===== src/sv/fdbo_pkg.sv =====
// ----------------------------------------------------------------------------
// fdbo_pkg
// Shared types, constants and helpers for the frame delta bounding-box block.
// ----------------------------------------------------------------------------
package fdbo_pkg;

    // frame geometry defaults
    localparam int unsigned DEF_MAX_WIDTH  = 256;
    localparam int unsigned DEF_MAX_HEIGHT = 256;

    // field widths fixed by the stream format
    localparam int unsigned BYTE_W     = 8;
    localparam int unsigned COORD_W    = 9;
    localparam int unsigned CHAN_W     = 2;
    localparam int unsigned STORE_W    = 3 * BYTE_W + 1;
    localparam int unsigned S_DATA_W   = 32;
    localparam int unsigned M_FIELDS_W = 1 + BYTE_W + 4 * COORD_W + 1;
    localparam int unsigned M_DATA_W   = ((M_FIELDS_W + 7) / 8) * 8;
    localparam int unsigned APB_ADDR_W = 4;
    localparam int unsigned APB_DATA_W = 32;

    // opaque flag position inside the alpha byte
    localparam int unsigned OPAQUE_BIT = 7;

    // register reset values
    localparam logic [COORD_W-1:0] RST_FRAME_WIDTH  = COORD_W'(256);
    localparam logic [COORD_W-1:0] RST_FRAME_HEIGHT = COORD_W'(256);
    localparam logic [CHAN_W-1:0]  RST_CHANNELS     = CHAN_W'(3);

    // register indexes on the configuration port
    typedef enum logic [1:0] {
        REG_FRAME_WIDTH     = 2'd0,
        REG_FRAME_HEIGHT    = 2'd1,
        REG_COLOUR_CHANNELS = 2'd2
    } t_reg_idx;

    // one incoming pixel
    typedef struct packed {
        logic [BYTE_W-1:0] alpha;
        logic [BYTE_W-1:0] colour_c;
        logic [BYTE_W-1:0] colour_b;
        logic [BYTE_W-1:0] colour_a;
    } t_pixel;

    // position and frame markers of a pixel in flight
    typedef struct packed {
        logic               first;
        logic               done;
        logic               bottom;
        logic [COORD_W-1:0] x;
        logic [COORD_W-1:0] y;
    } t_pix_ctl;

    // bounding box, right and bottom inclusive while tracking
    typedef struct packed {
        logic [COORD_W-1:0] bottom;
        logic [COORD_W-1:0] right;
        logic [COORD_W-1:0] top;
        logic [COORD_W-1:0] left;
    } t_box;

    // one result beat
    typedef struct packed {
        logic               combine_ok;
        logic [COORD_W-1:0] box_bottom;
        logic [COORD_W-1:0] box_right;
        logic [COORD_W-1:0] box_top;
        logic [COORD_W-1:0] box_left;
        logic [BYTE_W-1:0]  optimized_alpha;
        logic               keep_pixel;
        logic               frame_done;
    } t_result;

    // grow a box to cover one position
    function automatic t_box box_add(input t_box b, input logic [COORD_W-1:0] x,
                                     input logic [COORD_W-1:0] y);
        t_box r;
        r = b;
        if (x < b.left)   r.left   = x;
        if (x > b.right)  r.right  = x;
        if (y < b.top)    r.top    = y;
        if (y > b.bottom) r.bottom = y;
        return r;
    endfunction

endpackage


===== src/sv/fdbo_delta_unit.sv =====
// ----------------------------------------------------------------------------
// fdbo_delta_unit
// Compares a pixel with its stored predecessor, keeps the kept and opaque
// boxes, the combine flag and the bottom-frame flag, and forms the result.
// ----------------------------------------------------------------------------
module fdbo_delta_unit
    import fdbo_pkg::*;
(
    input  logic               i_clk,
    input  logic               i_rst_n,
    input  logic               i_go,
    input  t_pix_ctl           i_ctl,
    input  t_pixel             i_pix,
    input  logic [STORE_W-1:0] i_prev,
    input  logic [COORD_W-1:0] i_eff_w,
    input  logic [COORD_W-1:0] i_eff_h,
    input  logic [CHAN_W-1:0]  i_channels,
    output t_result            o_res
);

    t_box r_kept, n_kept;
    t_box r_opq, n_opq;
    logic r_combine, n_combine;
    logic r_frame_bottom, n_frame_bottom;

    t_box kept_base, opq_base, rep_box;
    logic combine_base;
    logic cur_op, prev_op, keep_d, opq_d, colour_diff;
    logic keep;

    // frame start reloads the boxes and the flags
    always_comb begin
        if (i_ctl.first) begin
            kept_base      = '{left: i_eff_w, top: i_eff_h, right: '0, bottom: '0};
            opq_base       = '{left: i_eff_w, top: i_eff_h, right: '0, bottom: '0};
            combine_base   = 1'b1;
            n_frame_bottom = i_ctl.bottom;
        end else begin
            kept_base      = r_kept;
            opq_base       = r_opq;
            combine_base   = r_combine;
            n_frame_bottom = r_frame_bottom;
        end
    end

    // delta decision against the stored pixel
    assign cur_op  = i_pix.alpha[OPAQUE_BIT];
    assign prev_op = i_prev[STORE_W-1];

    always_comb begin
        colour_diff = (i_pix.colour_a != i_prev[BYTE_W-1:0]);
        if (i_channels[1] && (i_pix.colour_b != i_prev[2*BYTE_W-1:BYTE_W]))
            colour_diff = 1'b1;
        if ((i_channels == CHAN_W'(3)) && (i_pix.colour_c != i_prev[3*BYTE_W-1:2*BYTE_W]))
            colour_diff = 1'b1;
    end

    always_comb begin
        keep_d    = 1'b0;
        opq_d     = 1'b0;
        n_combine = combine_base;
        case ({prev_op, cur_op})
            2'b00: begin
                keep_d = 1'b0;
                opq_d  = 1'b0;
            end
            2'b10: begin
                keep_d = 1'b1;
                opq_d  = 1'b0;
                if (!n_frame_bottom) n_combine = 1'b0;
            end
            2'b01: begin
                keep_d = 1'b1;
                opq_d  = 1'b1;
            end
            default: begin
                keep_d = colour_diff;
                opq_d  = 1'b1;
            end
        endcase
    end

    // box tracking, skipped for a bottom frame
    always_comb begin
        n_kept = kept_base;
        n_opq  = opq_base;
        if (!n_frame_bottom) begin
            if (opq_d)  n_opq  = box_add(opq_base, i_ctl.x, i_ctl.y);
            if (keep_d) n_kept = box_add(kept_base, i_ctl.x, i_ctl.y);
        end
    end

    always_ff @(posedge i_clk) begin
        if (!i_rst_n) begin
            r_kept         <= '{left: RST_FRAME_WIDTH, top: RST_FRAME_HEIGHT,
                                right: '0, bottom: '0};
            r_opq          <= '{left: RST_FRAME_WIDTH, top: RST_FRAME_HEIGHT,
                                right: '0, bottom: '0};
            r_combine      <= 1'b1;
            r_frame_bottom <= 1'b0;
        end else if (i_go) begin
            r_kept         <= n_kept;
            r_opq          <= n_opq;
            r_combine      <= n_combine;
            r_frame_bottom <= n_frame_bottom;
        end
    end

    // result beat
    assign keep    = n_frame_bottom | keep_d;
    assign rep_box = n_combine ? n_kept : n_opq;

    always_comb begin
        o_res                 = '0;
        o_res.keep_pixel      = keep;
        o_res.optimized_alpha = keep ? i_pix.alpha : '0;
        o_res.frame_done      = i_ctl.done;
        if (i_ctl.done) begin
            if (n_frame_bottom) begin
                o_res.box_right  = i_eff_w;
                o_res.box_bottom = i_eff_h;
            end else begin
                o_res.box_left   = rep_box.left;
                o_res.box_top    = rep_box.top;
                o_res.box_right  = rep_box.right + COORD_W'(1);
                o_res.box_bottom = rep_box.bottom + COORD_W'(1);
                o_res.combine_ok = n_combine;
            end
        end
    end

endmodule


===== config.mk =====
export PLATFORM = sky130hd
export DESIGN_NAME = fdbo_delta_unit
export DESIGN_NICKNAME = d
export VERILOG_FILES = /design/src/sv/fdbo_pkg.sv /design/src/sv/fdbo_delta_unit.sv
export SDC_FILE = /design/constraint.sdc
export NUM_CORES = 1
export LEC_CHECK = 0
export CAP_MARGIN = 15
export CORE_ASPECT_RATIO = 1.1
export CORE_UTILIZATION = 35
export DETAILED_ROUTE_END_ITERATION = 6
export DONT_BUFFER_PORTS = 1
export REMOVE_ABC_BUFFERS = 1
export SLEW_MARGIN = 10
export SYNTH_ARGS = -nofsm -noshare
export SYNTH_HDL_FRONTEND = slang
export SYNTH_SLANG_ARGS = --single-unit

===== constraint.sdc =====
create_clock -name i_clk -period 7.52 [get_ports i_clk]
set_input_delay 1.504 -clock i_clk [delete_from_list [all_inputs] [get_ports i_clk]]
set_output_delay 1.504 -clock i_clk [all_outputs]
set_load 0.01 [all_outputs]

== Word-level counts from Yosys, hierarchy flattened ==
Index checks and enable logic that the tools add are counted.

* Input port bits: 101
* Logic and storage cells: 59
* Output and inout bits: 47
* Register bits: 74

* Muxes and demuxes: 27
* Reduce and logical (&&, ||, !) cells: 5
* Add/sub/neg operators: 2
* Equal/unequal tests: 6
* Bitwise gates (word level): 1
* $lt $le $gt $ge: 8

{| class="wikitable"
|+ Operator list
! cell !! number
|-
| $mux 36 || 7
|-
| $mux 9 || 8
|-
| $mux 37 || 1
|-
| $gt 9x9->1 || 4
|-
| $lt 9x9->1 || 4
|-
| $mux 18 || 2
|-
| $ne 8x8->1 || 3
|-
| $add 9x1->9 const B || 2
|-
| $mux 8 || 1
|-
| $mux 1 || 7
|-
| $eq 2x2->1 const B || 2
|-
| $reduce_or 2->1 || 2
|-
| $eq 2x1->1 const B || 1
|-
| $logic_and 1x1->1 || 2
|-
| $logic_not 2->1 || 1
|-
| $pmux 1 s2 || 1
|-
| $or 1x1->1 || 1
|}

== Longest topological paths before layout ==
* Depth in word-level cells: 11
* Depth in mapped cells: 21
* Mapped depth without buffers: 16

== Least setup slack after synthesis ==
OpenSTA, ideal clock, no wires.

* Path type: input -> output
* Start: input port i_ctl[20] (netlist bit)
* End: output port o_res[34] (netlist bit)
* Buffers on the path: 5
* Path slack: 247 ps
* Arrival: 5769 ps
* Data required time: 6016 ps
* Cell stages on the path: 21
* Cells stage by stage: buf_4 -> clkinv_1 -> clkbuf_1 -> clkbuf_1 -> clkbuf_1 -> clkbuf_1 -> nand2_1 -> ha_1 -> nand3_1 -> o21bai_1 -> a31oi_1 -> o21ai_0 -> or2_1 -> a221o_1 -> nand2_1 -> ha_1 -> inv_1 -> a2111oi_2 -> nand2_1 -> and3_1 -> a311o_1

{| class="wikitable"
|+ RTL lines
! item !! RTL line !! text
|-
| start, declared || fdbo_delta_unit.sv:12 || <nowiki>input t_pix_ctl i_ctl,</nowiki>
|-
| end, declared || fdbo_delta_unit.sv:18 || <nowiki>output t_result o_res</nowiki>
|}

==> results.ini <==
[status]
status=finished clean

[floorplan]
die_y_um=151
die-width_um=137
pin_count=148
initial_core_util_pct=36.2
rows=53
core_region_area_sq_mm=0.0194
dieArea_sq_mm=0.0206

[yosys]
synth_top_family_by_area=compound AO/OA/AOI/OAI gates
yosysTopAreaCell=dfxtp_1
synth_edf_count=0
async_reset_ff_share_pct=0
syn_inst=911
synth_top_area_share_pct=21.1
yosys-top-cells-area=dfxtp_1, ha_1, nand2_1, o21ai_0, mux2i_1
synth_flop_cell=dfxtp_1
synthMuxAreaShare_pct=7.56
yosys.area_share.simple_pct=20.7
synth_seq_cells=74
synth.distinct_cells=70
syn_area_per_cell_sq_um=7.70
seq_area_frac_synth_pct=21.1
syn_area_sq_mm=0.00702
synth_compound_area_share_pct=27.3
yosysWarnings=0
synthAdderAreaFrac_pct=13.0
synthXorXnorAreaFrac_pct=3.99

[sta]
hold_viol=0
fin_crit_sh_pct=92.1
setup_viol=0
fmaxAchievable_mhz=144
drv_slew=0
period_minus_slack_ns=6.93
clock_skew_ns=0.00467
tightestPinTransition_ns=1.00
finalSetupTns_ns=0
rsz0062_at_grt=no
relSlewSlack_pct=33.2

[clocking]
cts_tree=yes
clock_latency_ns=0.35
clock-root-buffer=clkbuf_16
cts_max_level=3
post_cts_buffers=0
cts_hold_buf=0
cts.sinks=74
clock_path_buffers=2
clk_pin_slew_ns=0.06
numCtsBuffers=9
cts_resized=0

[drt]
wl_per_cell_um=19.8
ant_nets=0
drt_wl_total_mm=22.3
via_per_inst=5.93
initialDrtViolationCount=453
drc=0
first_pass_iters=5
vias=6686

[min_path]
hold_start=r_kept[35]
worst_hold_path_type=flip-flop to flip-flop

[global_routing]
grt_pass1_vias=6562
gr-max-usage-layer=met2
grt_max_degree=75
grt_use_met2_pct=33.9
grtUsageMet1_pct=28.1
grt_first_pass_wirelength_mm=34.6
grt_overflow=0
antenna_found_initial=0
gr-usage-met3_pct=6.70
gr-usage-all-layers_pct=21.7

[placed_design]
io_buffer_count=0
gp_congestion=0.881
dp_hpwl_mm=16.2

[setup_path]
required_ns=6.02
worstPathCellList=clkinv_1, buf_12, nand2_1, ha_1, o21ai_0, nor2_1, a2111oi_1, a21o_1, o31a_1, o22ai_1, a21oi_1, ha_1, inv_1, a2111oi_2, nand2_1, and3_1, a311o_1
cpLargestDelayFamily=compound AO/OA/AOI/OAI gates
startpoint=i_ctl[20]
crit_path_start_kind=input port
path_buf_inv=3
worst-path-max-fanout=56
critPathSlowestCell=a2111oi_1
crit_type=input port to output pin
endpoint_kind=output pin
max_stage_delay_ns=0.59
rr_startpoint=r_opq[1]
ff2ff_setup_slack_ns=4.07
worst-endpoint-arrival_ns=5.42

[run]
cap_violations=0

[finish]
diodes=0
final_common_cell=nand2_1
drive_gt1_share_pct=7.39
final_cell_mix=nand2_1, o21ai_0, dfxtp_1
area_growth_pct=6.12
fin_nets=1049

[power_and_ir_drop]
ir_drop_uv=118
p_leak_nw=2.98
power_density_mw_per_mm2=173
p_total_mw=1.29

==> power breakdown <==
part           leakage, nW  switching [mW]  internal (mW)
clock network        0.149           0.183          0.265
logic                 2.22           0.239          0.164
registers            0.606          0.0140          0.420
==> stage by stage <==
| step | util (%) | cell area [sq um] | worst slack, ns | cells | hold WS, ns |
|---|---|---|---|---|---|
| 3_3_place_gp | 36.9 | 7150 | 0.811 | 1111 | 0.466 |
| 3_5_place_dp | 36.9 | 7150 | 0.684 | 1111 | 0.473 |
| 4_1_cts | 38.5 | 7450 | 0.682 | 1127 | 0.491 |
| 5_1_grt | 38.5 | 7450 | 0.217 | 1127 | 0.514 |
| 2_1_floorplan | - | 6760 | 0.174 | 857 | 0.454 |
| 6_report | 38.5 | 7450 | 0.594 | 1127 | 0.490 |
==> Yosys cell counts (5+ instances only) <==
library cell	count
and3_1	5
o21ai_0	76
nand2_1	105
mux2i_1	35
a22oi_1	32
nand3_1	17
inv_1	50
nor4_1	5
o211a_1	5
nand4_1	11
xor2_1	27
nor2_1	33
a211oi_1	8
ha_1	73
o21ai_1	6
a21boi_0	22
xnor2_1	5
o21a_1	9
clkbuf_1	38
and2_1	22
buf_1	5
a21oi_1	42
dfxtp_1	74
o22ai_1	33
nor2b_1	49
nor3_1	16
mux2_2	16
and3_2	5
a211o_1	6
==> worst reg2reg max path, cell delays in order (launching register included) <==
cell	delay, ns
dfxtp_1	0.32
a21boi_0	0.23
ha_1	0.28
o21a_1	0.11
o21a_1	0.17
o21ai_1	0.11
a21oi_1	0.08
or4_1	0.39
a311o_1	0.65
a21boi_1	0.73
o21ai_0	0.17
a21oi_1	0.14
==> cell families (layout without fill, tap and decap cells) <==
kind of cell | count (synthesis) | in the layout
AO/OA/AOI/OAI | 288 | 288
AND/OR/NAND/NOR | 288 | 288
buffers and inverters | 105 | 74
flip-flops | 74 | 74
adder cells (fa/ha/maj) | 73 | 73
multiplexers | 51 | 51
XOR/XNOR | 32 | 32
==> worst paths after layout <==
kind | end | cells past startpoint
worst max-delay path | o_res[34] | 17
worst max register to register | r_opq[3] | 11
worst min-delay path | r_kept[35] | 1
worst min register to register | r_kept[35] | 1
==> metal layers <==
| metal | part of all wire (%) | up-vias |
|---|---|---|
| met5 | 0 | - |
| li1 | - | 3241 |
| met1 | 45 | 3153 |
| met2 | 44 | 254 |
| met3 | 9.3 | 38 |
| met4 | 2.4 | 0 |
==> state kept, by name (all words and copies together) (netlist names) <==
register	flops
r_combine	1
r_frame_bottom	1
r_opq	36
r_kept	36
==> area by class of cell <==
| type | count | area [sq um] |
|---|---|---|
| Sequential cell | 74 | 1480 |
| Multi-Input combinational cell | 732 | 5100 |
| Clock buffer | 11 | 243 |
| Inverter | 51 | 191 |
| Fill cell | 2030 | 11900 |
| Timing Repair Buffer | 7 | 65.1 |
| Clock inverter | 5 | 53.8 |
| Tap cell | 247 | 309 |
No activity file was read; power rests on OpenSTA's default activity.
